### src/rtl/rcc_pkg.sv
// Shared constants and word functions for the record cipher codec.
package rcc_pkg;

    localparam int unsigned RECORD_WORDS_DEF = 42;
    localparam int unsigned CHECK_PASSES_DEF = 8;

    localparam logic [31:0] CK_SEED   = 32'hB7E1_5163;
    localparam logic [31:0] Q_STEP    = 32'h61C8_8647;
    localparam logic [31:0] KEY_DELTA = 32'h481E_AE9D;

    localparam logic DIR_ENCODE = 1'b0;
    localparam logic DIR_DECODE = 1'b1;

    function automatic logic [31:0] bswap(input logic [31:0] x);
        bswap = {x[7:0], x[15:8], x[23:16], x[31:24]};
    endfunction

    // swapped domain: xor key, invert, subtract Q
    function automatic logic [31:0] enc_word(input logic [31:0] w, input logic [31:0] key);
        enc_word = bswap(~(bswap(w) ^ key) - Q_STEP);
    endfunction

    // swapped domain: add Q, invert, xor key
    function automatic logic [31:0] dec_word(input logic [31:0] w, input logic [31:0] key);
        dec_word = bswap(~(bswap(w) + Q_STEP) ^ key);
    endfunction

endpackage

### src/rtl/rcc_cksum.sv
// Word store and checksum sweep: one xor-subtract step per cycle over the stored record.
module rcc_cksum #(
    parameter int unsigned RECORD_WORDS = rcc_pkg::RECORD_WORDS_DEF,
    parameter int unsigned CHECK_PASSES = rcc_pkg::CHECK_PASSES_DEF,
    parameter int unsigned IDX_W        = (RECORD_WORDS > 1) ? $clog2(RECORD_WORDS) : 1
) (
    input  logic             i_clk,
    input  logic             i_rst_n,
    input  logic             i_wr_en,
    input  logic [IDX_W-1:0] i_wr_addr,
    input  logic [31:0]      i_wr_data,
    input  logic             i_start,
    output logic             o_done,
    output logic [31:0]      o_acc
);
    import rcc_pkg::*;

    localparam int unsigned PASS_W = (CHECK_PASSES > 1) ? $clog2(CHECK_PASSES) : 1;

    logic [31:0]       r_mem [RECORD_WORDS];
    logic [31:0]       r_rd_data;
    logic [IDX_W-1:0]  r_rd_idx;
    logic [PASS_W-1:0] r_pass;
    logic              r_issue;
    logic              r_rd_vld;
    logic              r_rd_last;
    logic              r_done;
    logic [31:0]       r_acc;
    logic              last_idx;
    logic              last_addr;

    assign last_idx  = (r_rd_idx == IDX_W'(RECORD_WORDS - 1));
    assign last_addr = last_idx && (r_pass == PASS_W'(CHECK_PASSES - 1));

    always_ff @(posedge i_clk) begin
        if (i_wr_en) begin
            r_mem[i_wr_addr] <= i_wr_data;
        end
        r_rd_data <= r_mem[r_rd_idx];
    end

    always_ff @(posedge i_clk) begin
        if (!i_rst_n) begin
            r_issue   <= 1'b0;
            r_rd_vld  <= 1'b0;
            r_rd_last <= 1'b0;
            r_done    <= 1'b0;
            r_rd_idx  <= '0;
            r_pass    <= '0;
            r_acc     <= CK_SEED;
        end else begin
            r_done    <= 1'b0;
            r_rd_vld  <= r_issue;
            r_rd_last <= r_issue && last_addr;
            if (i_start) begin
                r_issue  <= 1'b1;
                r_rd_idx <= '0;
                r_pass   <= '0;
                r_acc    <= CK_SEED;
            end else if (r_issue) begin
                if (last_idx) begin
                    r_rd_idx <= '0;
                    if (last_addr) begin
                        r_issue <= 1'b0;
                    end else begin
                        r_pass <= r_pass + PASS_W'(1);
                    end
                end else begin
                    r_rd_idx <= r_rd_idx + IDX_W'(1);
                end
            end
            // read data comes back in the cycle after its address is issued
            if (r_rd_vld) begin
                r_acc <= (bswap(r_rd_data) ^ r_acc) - Q_STEP;
                if (r_rd_last) begin
                    r_done <= 1'b1;
                end
            end
        end
    end

    assign o_done = r_done;
    assign o_acc  = r_acc;

endmodule

### src/rtl/record_cipher_codec_core.sv
// Record cipher codec top level: word cipher, sequencer and output register.
//
// Each accepted dword yields its transformed word in the cycle after it is accepted, and the
// next dword can be taken in the following cycle as long as the output register is being
// drained. In encode mode the final word of a record is followed by a checksum sweep over the
// stored record through the word store's single read port, one step per cycle, so that word
// holds the input off through the sweep before the checksum word and the seed word are sent;
// the seed word carries last. In decode mode last marks the final word of the record. The
// direction register may only be written with the block idle.
module record_cipher_codec_core #(
    parameter int unsigned RECORD_WORDS = rcc_pkg::RECORD_WORDS_DEF,
    parameter int unsigned CHECK_PASSES = rcc_pkg::CHECK_PASSES_DEF
) (
    input  logic        i_clk,
    input  logic        i_rst_n,
    input  logic        i_cfg_we,
    input  logic        i_cfg_data,
    input  logic        i_valid,
    output logic        o_ready,
    input  logic [31:0] i_data_word,
    input  logic [31:0] i_key_seed,
    output logic        o_valid,
    input  logic        i_ready,
    output logic [31:0] o_out_word,
    output logic        o_last
);
    import rcc_pkg::*;

    localparam int unsigned IDX_W = (RECORD_WORDS > 1) ? $clog2(RECORD_WORDS) : 1;

    typedef enum logic [3:0] {
        S_IDLE     = 4'b0001,
        S_CHECK    = 4'b0010,
        S_TR_CK    = 4'b0100,
        S_TR_SEED  = 4'b1000
    } t_state;

    t_state           r_state, n_state;
    logic             r_dir;
    logic [IDX_W-1:0] r_idx;
    logic [31:0]      r_key;
    logic [31:0]      r_seed;
    logic             r_out_valid;
    logic [31:0]      r_out_word;
    logic             r_out_last;

    logic             slot_free;
    logic             accept;
    logic             first_word;
    logic             final_word;
    logic [31:0]      cur_key;
    logic [31:0]      cipher_word;
    logic             ck_start;
    logic             ck_done;
    logic [31:0]      ck_acc;
    logic             load_out;
    logic [31:0]      load_word;
    logic             load_last;

    assign slot_free  = !r_out_valid || i_ready;
    assign o_ready    = (r_state == S_IDLE) && slot_free;
    assign accept     = i_valid && o_ready;
    assign first_word = (r_idx == '0);
    assign final_word = (r_idx == IDX_W'(RECORD_WORDS - 1));
    assign cur_key    = first_word ? i_key_seed : r_key;
    assign cipher_word = (r_dir == DIR_DECODE) ? dec_word(i_data_word, cur_key)
                                               : enc_word(i_data_word, cur_key);
    assign ck_start   = accept && final_word && (r_dir == DIR_ENCODE);

    rcc_cksum #(
        .RECORD_WORDS (RECORD_WORDS),
        .CHECK_PASSES (CHECK_PASSES),
        .IDX_W        (IDX_W)
    ) u_cksum (
        .i_clk     (i_clk),
        .i_rst_n   (i_rst_n),
        .i_wr_en   (accept),
        .i_wr_addr (r_idx),
        .i_wr_data (i_data_word),
        .i_start   (ck_start),
        .o_done    (ck_done),
        .o_acc     (ck_acc)
    );

    always_comb begin
        n_state   = r_state;
        load_out  = 1'b0;
        load_word = cipher_word;
        load_last = 1'b0;
        case (r_state)
            S_IDLE: begin
                if (accept) begin
                    load_out  = 1'b1;
                    load_last = final_word && (r_dir == DIR_DECODE);
                    if (ck_start) begin
                        n_state = S_CHECK;
                    end
                end
            end
            S_CHECK: begin
                if (ck_done) begin
                    n_state = S_TR_CK;
                end
            end
            S_TR_CK: begin
                // running key has already stepped to the trailer index
                if (slot_free) begin
                    load_out  = 1'b1;
                    load_word = bswap(~(ck_acc ^ r_key) - Q_STEP);
                    n_state   = S_TR_SEED;
                end
            end
            S_TR_SEED: begin
                if (slot_free) begin
                    load_out  = 1'b1;
                    load_word = bswap(r_seed);
                    load_last = 1'b1;
                    n_state   = S_IDLE;
                end
            end
            default: begin
                n_state = S_IDLE;
            end
        endcase
    end

    always_ff @(posedge i_clk) begin
        if (!i_rst_n) begin
            r_state     <= S_IDLE;
            r_dir       <= DIR_ENCODE;
            r_idx       <= '0;
            r_key       <= '0;
            r_seed      <= '0;
            r_out_valid <= 1'b0;
        end else begin
            r_state <= n_state;
            if (i_cfg_we) begin
                r_dir <= i_cfg_data;
            end
            if (accept) begin
                r_idx <= final_word ? '0 : r_idx + IDX_W'(1);
                r_key <= cur_key - KEY_DELTA;
                if (first_word) begin
                    r_seed <= i_key_seed;
                end
            end
            if (load_out) begin
                r_out_valid <= 1'b1;
            end else if (i_ready) begin
                r_out_valid <= 1'b0;
            end
        end
    end

    always_ff @(posedge i_clk) begin
        if (load_out) begin
            r_out_word <= load_word;
            r_out_last <= load_last;
        end
    end

    assign o_valid    = r_out_valid;
    assign o_out_word = r_out_word;
    assign o_last     = r_out_last;

endmodule

### config.mk
export PLATFORM = sky130hd
export DESIGN_NAME = record_cipher_codec_core
export DESIGN_NICKNAME = d
export VERILOG_FILES = /design/src/rtl/rcc_pkg.sv /design/src/rtl/rcc_cksum.sv /design/src/rtl/record_cipher_codec_core.sv
export SDC_FILE = /design/constraint.sdc
export NUM_CORES = 2
export LEC_CHECK = 0
export BUFFER_PORTS_ARGS = -buffer_cell sky130_fd_sc_hd__buf_2
export CAP_MARGIN = 10
export CORE_AREA = 3 3 342 344
export DETAILED_ROUTE_END_ITERATION = 7
export DIE_AREA = 0 0 345 347
export PLACE_DENSITY = 0.72
export SLEW_MARGIN = 20
export SYNTH_ARGS = -nofsm -noshare
export SYNTH_HDL_FRONTEND = slang
export SYNTH_SLANG_ARGS = --single-unit
### constraint.sdc
create_clock -name i_clk -period 9.1 [get_ports i_clk]
set_input_delay 1.82 -clock i_clk [delete_from_list [all_inputs] [get_ports i_clk]]
set_output_delay 1.82 -clock i_clk [all_outputs]
set_load 0.01 [all_outputs]
* Word level (Yosys, flattened, before mapping)
Memory sizes are Yosys's and may differ from the RTL's. A register that Yosys moved wholly into a read port is not among the register bits. Cells that the tools add are included.
Word-level totals: register bits after elaboration 154, bits in writable memories 1344, bits of input ports 70, output and inout port bits 35, logic and storage cells 92, memories kept 1
Memories:
- u_cksum.r_mem | depth 42, bits a word 32, read ports 1, clocked after Yosys merged registers in 1, wr ports 1, line rcc_cksum.sv:20 | logic [31:0] r_mem [RECORD_WORDS];
Cells by class: add/sub/neg operators 8, equal/unequal tests 12, muxes and demuxes 28, bitwise operators 10, reduce and logical (&&, ||, !) cells 18
Operator list (number):
- $mux W32 | 6
- $sub A32 B31 Y32 const B | 4
- $xor A32 B32 Y32 | 4
- $not A32 Y32 | 3
- $pmux W32 S2 | 1
- $add A32 B31 Y32 const B | 1
- $mux W4 | 5
- $pmux W4 S4 | 1
- $add A6 B1 Y6 const B | 2
- $eq A6 B6 Y1 const B | 2
- $mux W6 | 2
- $mux W1 | 11
- $ne A2 B2 Y1 const B | 4
- $logic_and A1 B1 Y1 | 7
- $logic_not A6 Y1 | 1
- $reduce_and A5 Y1 | 1
- $eq A4 B1 Y1 const B | 1
- $eq A4 B2 Y1 const B | 1
- $eq A4 B3 Y1 const B | 1
- $eq A4 B4 Y1 const B | 1
- $pmux W1 S2 | 2
- $reduce_and A2 Y1 | 2
- $reduce_bool A2 Y1 | 2
- $reduce_or A2 Y1 | 2
- 7 further kinds | 9

* Logic depth before layout (Yosys ltp)
depth in word-level cells 9, mapped depth 17, depth with buffers taken out 14

* Cells and area by module
A second synthesis with hierarchy kept.
Second synthesis, totals: cell total of the unflattened synthesis 3756, area, all modules 64169.0 µm²
Modules (own cells, without submodules):
- rcc_cksum | instances 1, cells an instance 2607, area an instance 55160.4 µm², seq. area each 41900.2 µm²
- record_cipher_codec_core | instances 1, cells an instance 1149, area an instance 9008.6 µm², seq. area each 2512.4 µm²

* Least setup slack after synthesis
Ideal clock, no wire load.
path kind in2reg, start point input i_ready, end point memory u_cksum.r_mem[12][0] (enable), setup time 0.421 ns, arrival time 4.640 ns, required time 8.679 ns, path slack 4.039 ns, stages 8, path buffers 4, cells stage by stage nand2b_1 > clkbuf_1 > and3_1 > clkbuf_1 > clkbuf_1 > clkbuf_1 > nand4_1 > nor2_1
Between the ends: cells in the longest elaborated chain, start to end 5
RTL lines:
- from (decl) | line record_cipher_codec_core.sv:23 | input logic i_ready,
- $logic_or A1 B1 Y1 | line record_cipher_codec_core.sv:60 | assign slot_free = !r_out_valid || i_ready;
- $logic_and A1 B1 Y1 | line record_cipher_codec_core.sv:61 | assign o_ready = (r_state == S_IDLE) && slot_free;
- $logic_and A1 B1 Y1 | line record_cipher_codec_core.sv:62 | assign accept = i_valid && o_ready;
- $mux W1 | line rcc_cksum.sv:36 | if (i_wr_en) begin
- $mux W1 (not written as such) | line rcc_cksum.sv:37 | r_mem[i_wr_addr] <= i_wr_data;
- to (decl) | line rcc_cksum.sv:20
Every way passes these cells.

* Worst setup path in the final report
start point input i_data_word[24], end point register r_out_word[2] (netlist: o_out_word[2]), data pin
Between the ends: cells in the longest elaborated chain, start to end 6, elaborated cells on any way between the ends 10, classes of those cells 2 x add/sub; 4 x mux; 4 x bitwise
RTL lines:
- from (decl) | line record_cipher_codec_core.sv:20 | input logic [31:0] i_data_word,
- $xor A32 B32 Y32 or $add A32 B31 Y32 (tied branches) | line rcc_pkg.sv:20, rcc_pkg.sv:25
- $not A32 Y32, on equally long branches | line rcc_pkg.sv:20, rcc_pkg.sv:25
- $sub A32 B31 Y32 or $xor A32 B32 Y32 (tied branches) | line rcc_pkg.sv:20, rcc_pkg.sv:25
- $mux W32 (*) | line record_cipher_codec_core.sv:66 | assign cipher_word = (r_dir == DIR_DECODE) ? dec_word(i_data_word, cur_key)
- $mux W32, on equally long branches | line record_cipher_codec_core.sv:114, record_cipher_codec_core.sv:107
- $pmux W32 S2 (*) | line record_cipher_codec_core.sv:90 | case (r_state)
- named net load_word[2] | line record_cipher_codec_core.sv:57 | logic [31:0] load_word;
- to (signal assigned) | line record_cipher_codec_core.sv:157 | r_out_word <= load_word;
- to (decl) | line record_cipher_codec_core.sv:44 | logic [31:0] r_out_word;
Mark *: on every way through the listed nets, which the timed path passes. The rest lies on a longest branch. A chain may end at the register's enable or synchronous reset.

==> run summary <==
OUTCOME
------------------------------------------------------------------------------------
Result of the run                                                       complete, but fails checks
Failing checks                                                          design-rule violations

CTS
------------------------------------------------------------------------------------
Number of instances resized during post-cts repair                                 0
Number of buffers added to fix hold violations after cts                           0
Clock latency on the worst-skew pair                                         0.77 ns
Clock tree root buffer cell                                                clkbuf_16
H-tree levels                                                                      4
TritonCTS clock tree                                                           built
Cts bufs inserted                                                                154
Clock sink count                                                               1,530
Buffers inserted by post-CTS timing repair                                         0
Clock-pin transition on the worst setup and hold timing paths                0.06 ns
Maximum count of clock buffers along a single path                                 3

SYNTHESIS
------------------------------------------------------------------------------------
Share of flip-flops with an asynchronous set or reset after synthesis             0%
Cell count after synthesis                                                     3,749
Yosys warns                                                                        0
Synthesized net count                                                          3,831
Most used flip-flop cell after synthesis                                    edfxtp_1
Number of synthesized register bits                                            1,530
Average size of a mapped cell                                             17.0 sq um
Post-synth cell types                                                             93
Seq/Total Area, Yosys                                                          69.5%
Number of flops mapped to enable cells by yosys                                1,377
Cell Area, Synth                                                        0.0639 sq mm

CRITICAL PATH
------------------------------------------------------------------------------------
Slowest stage cell, crit path                                                  buf_2
Data arrival, critical path                                                  5.30 ns
Startpoint type of the worst setup path                                    input pin
Worst Setup End Kind                                                            flop
Worst Path Required                                                          9.61 ns
Cells traversed along the worst timing path                             buf_2 -> inv_1 -> nor2_1 -> a211oi_1 -> ha_1 -> o2111ai_1 -> nand2_1 -> or4_1 -> a211oi_2 -> o21ai_1 -> o211ai_1 -> xor2_1 -> a221o_1
Crit-path max FO                                                                  46
Delay of the slowest cell on the worst path                                  0.64 ns
Critical path start-end classification                                        in2reg

GLOBAL ROUTE
------------------------------------------------------------------------------------
Global-route wire length before repair                                        252 mm
Residual overflow from global routing                                              0
Global-route usage over all layers                                             28.9%
Initial antenna violation count                                                   13
Largest net degree at the start of global routing                                121
Number of global-route vias before repair                                     35,900

DIE
------------------------------------------------------------------------------------
Number of I/O pins                                                               105
Width of the die                                                              345 um
DIE AREA                                                                 0.120 sq mm
Die outline height                                                            347 um
Area of the core                                                         0.114 sq mm
Number of placement rows                                                         124
Effective utilization at floorplan                                             56.0%

STA
------------------------------------------------------------------------------------
Final min period                                                             4.79 ns
Final worst hold slack                                                      0.459 ns
Final-report hold violation count                                                  0
Slew Limit Fails                                                                   0
Tightest Pin Transition                                                      1.08 ns
Final critical-path share of the clock period                                  52.6%
Upper clock frequency limit                                                0.209 GHz
Number of setup violations in the final report                                     0
Sum of negative setup slack                                                     0 ns
Normalized max-slew margin                                                     26.0%
Setup repair after global routing missed its margin                               no
Clock Skew                                                                 0.0272 ns

RUN
------------------------------------------------------------------------------------
Max Cap Violations                                                                 0

ROUTE
------------------------------------------------------------------------------------
Via count                                                                     36,400
Drt pass-1 iters                                                                   8
Detailed Route WL                                                             173 mm
Iteration-0 DRC Markers                                                        4,758
Avg WL per Cell                                                              31.4 um
Post-route DRC violation count                                                     1
Via-per-instance ratio                                                          6.58
Residual antenna-violating net count after detailed routing                        0

MIN PATH
------------------------------------------------------------------------------------
Class of the most critical hold timing path                                  reg2reg

LAYOUT
------------------------------------------------------------------------------------
Area added between synthesis and finish                                        11.9%
Fraction of layout cells with a size suffix above 1                            22.2%
Number of inserted filler cells in the final layout                            7,999
Post-layout nets                                                               3,963
Final core utilization                                                         62.6%
FF/Latch Area                                                           0.0444 sq mm
Combined area of the multi-input logic cells                            0.0189 sq mm

PLACE
------------------------------------------------------------------------------------
Post-detailed-placement half-perimeter wirelength                            94.5 mm
Number of input and output port buffers inserted                                 104
Last weighted congestion value of the routability-driven placer                0.932

PWR
------------------------------------------------------------------------------------
Power after layout                                                          0.0150 W
IR drop worst, VDD                                                            173 uV
Reported leakage power                                                       22.2 nW
PD cells                                                                 210 mW/mm^2

[report_power, final]
group	switching [W]	internal (W)	leakage [nW]
Clock	0.00271	0.00342	2.39
Sequential	0.0000919	0.00777	13.7
Combinational	0.000678	0.000329	6.16
[layout by cell type (no fill, tap or decap), types with 40 or more instances in the layout]
| cell | instances |
|---|---|
| edfxtp_1 | 1377 |
| mux4_2 | 384 |
| nand2_1 | 315 |
| clkbuf_16 | 156 |
| dfxtp_1 | 147 |
| o21ai_0 | 130 |
| nor2_1 | 122 |
| a21oi_1 | 118 |
| buf_2 | 104 |
| xnor2_1 | 101 |
| mux2i_1 | 92 |
| buf_4 | 86 |
| xor2_1 | 76 |
| o211ai_1 | 48 |
| nor2_4 | 43 |
| clkinv_1 | 41 |
| nand3_1 | 40 |
[critical path: cells and delay by family]
family          cells  cell delay (ns)
compound gates      6             1.42
xor+xnor            1             0.10
fa+ha+maj           1             0.26
buf+inv             2             0.83
simple gates        3             0.84
[state kept, by name, indices dropped and copies added, names as in the netlist]
name / count
o_out_word: 32
u_cksum.o_done: 1
u_cksum.r_issue: 1
u_cksum.r_mem: 1344
r_seed: 32
u_cksum.r_rd_last: 1
u_cksum.r_rd_data: 32
r_key: 32
u_cksum.r_rd_vld: 1
r_idx: 6
o_last: 1
r_dir: 1
u_cksum.r_pass: 3
o_valid: 1
u_cksum.r_rd_idx: 6
u_cksum.o_acc: 32
r_state: 4
[final timing paths]
kind	startpoint	depth (start not counted)	slack, ns	to
worst max-delay path	i_data_word[24]	13	4.31	o_out_word[2]
worst min-delay path	r_seed[10]	2	0.46	r_seed[10]
worst max register to register	r_idx[0]	13	4.61	o_out_word[2]
worst min register to register	r_seed[10]	2	0.46	r_seed[10]
[metrics by stage]
stage	instances	area (sq um)	worst slack, ns
floorplan	3749	63900	4.04
global placement	5235	66600	3.71
detailed placement	5237	66600	3.60
CTS	5526	71500	4.40
global route	5526	71500	4.10
finish	5529	71500	4.31
[synthesized netlist by cell type (all sizes together), types with 8 or more instances]
library cell  count  area share [%]
o21ai           147             1.2
nor2b            36            0.36
nor2            166            0.99
o211a             8            0.13
nand2           317             1.9
o2111ai          10            0.14
nor4             11            0.12
a22oi            30            0.35
ha               12            0.23
nand3b           13            0.15
edfxtp         1377              65
inv              21            0.12
or2              10           0.098
nand4b           15            0.23
or3              20            0.20
and2             17            0.17
and3             22            0.22
clkbuf          152            0.89
mux2              8            0.14
a211oi           13            0.16
xnor2           101             1.4
mux2i            92             1.4
mux4            384              14
nand2b           24            0.23
o22ai            23            0.24
dfxtp           153             4.8
a21oi           118            0.92
nand4            17            0.17
xor2             76             1.0
buf              70            0.49
nor3             39            0.32
a31oi            14            0.14
o211ai           49            0.58
o21a             10            0.13
nand3            40            0.31
a21o             13            0.15
[area by class of cell]
class                   instances  area share [%]
diodes                          3          0.0105
clock buffers                 194            5.70
clock inverters                95            1.17
inverters                      22           0.115
multi-input cells            1975            26.4
flip-flops and latches       1530            62.1
well taps                    1512            2.65
repair buffers                198            1.85
[cells by family (layout without fill, tap and decap cells)]
family / after synthesis / in the layout / synth area share (%)
xor+xnor: 177 / 177 / 2.43
compound gates: 528 / 528 / 5.43
mux: 484 / 484 / 15.1
buf+inv: 244 / 509 / 1.51
other cells: 0 / 3 / 0
simple gates: 774 / 774 / 5.79
fa+ha+maj: 12 / 12 / 0.235
flops: 1530 / 1530 / 69.5
[metal layers]
metal,vias to the layer above,part of all wire [%],global-route usage (%)
li1,15300,-,-
met2,1953,48,45.5
met1,18800,39,40.5
met4,8,3.6,10.8
met3,336,9.7,6.00
met5,-,0.029,0
No activity file was read; power rests on OpenSTA's default activity.
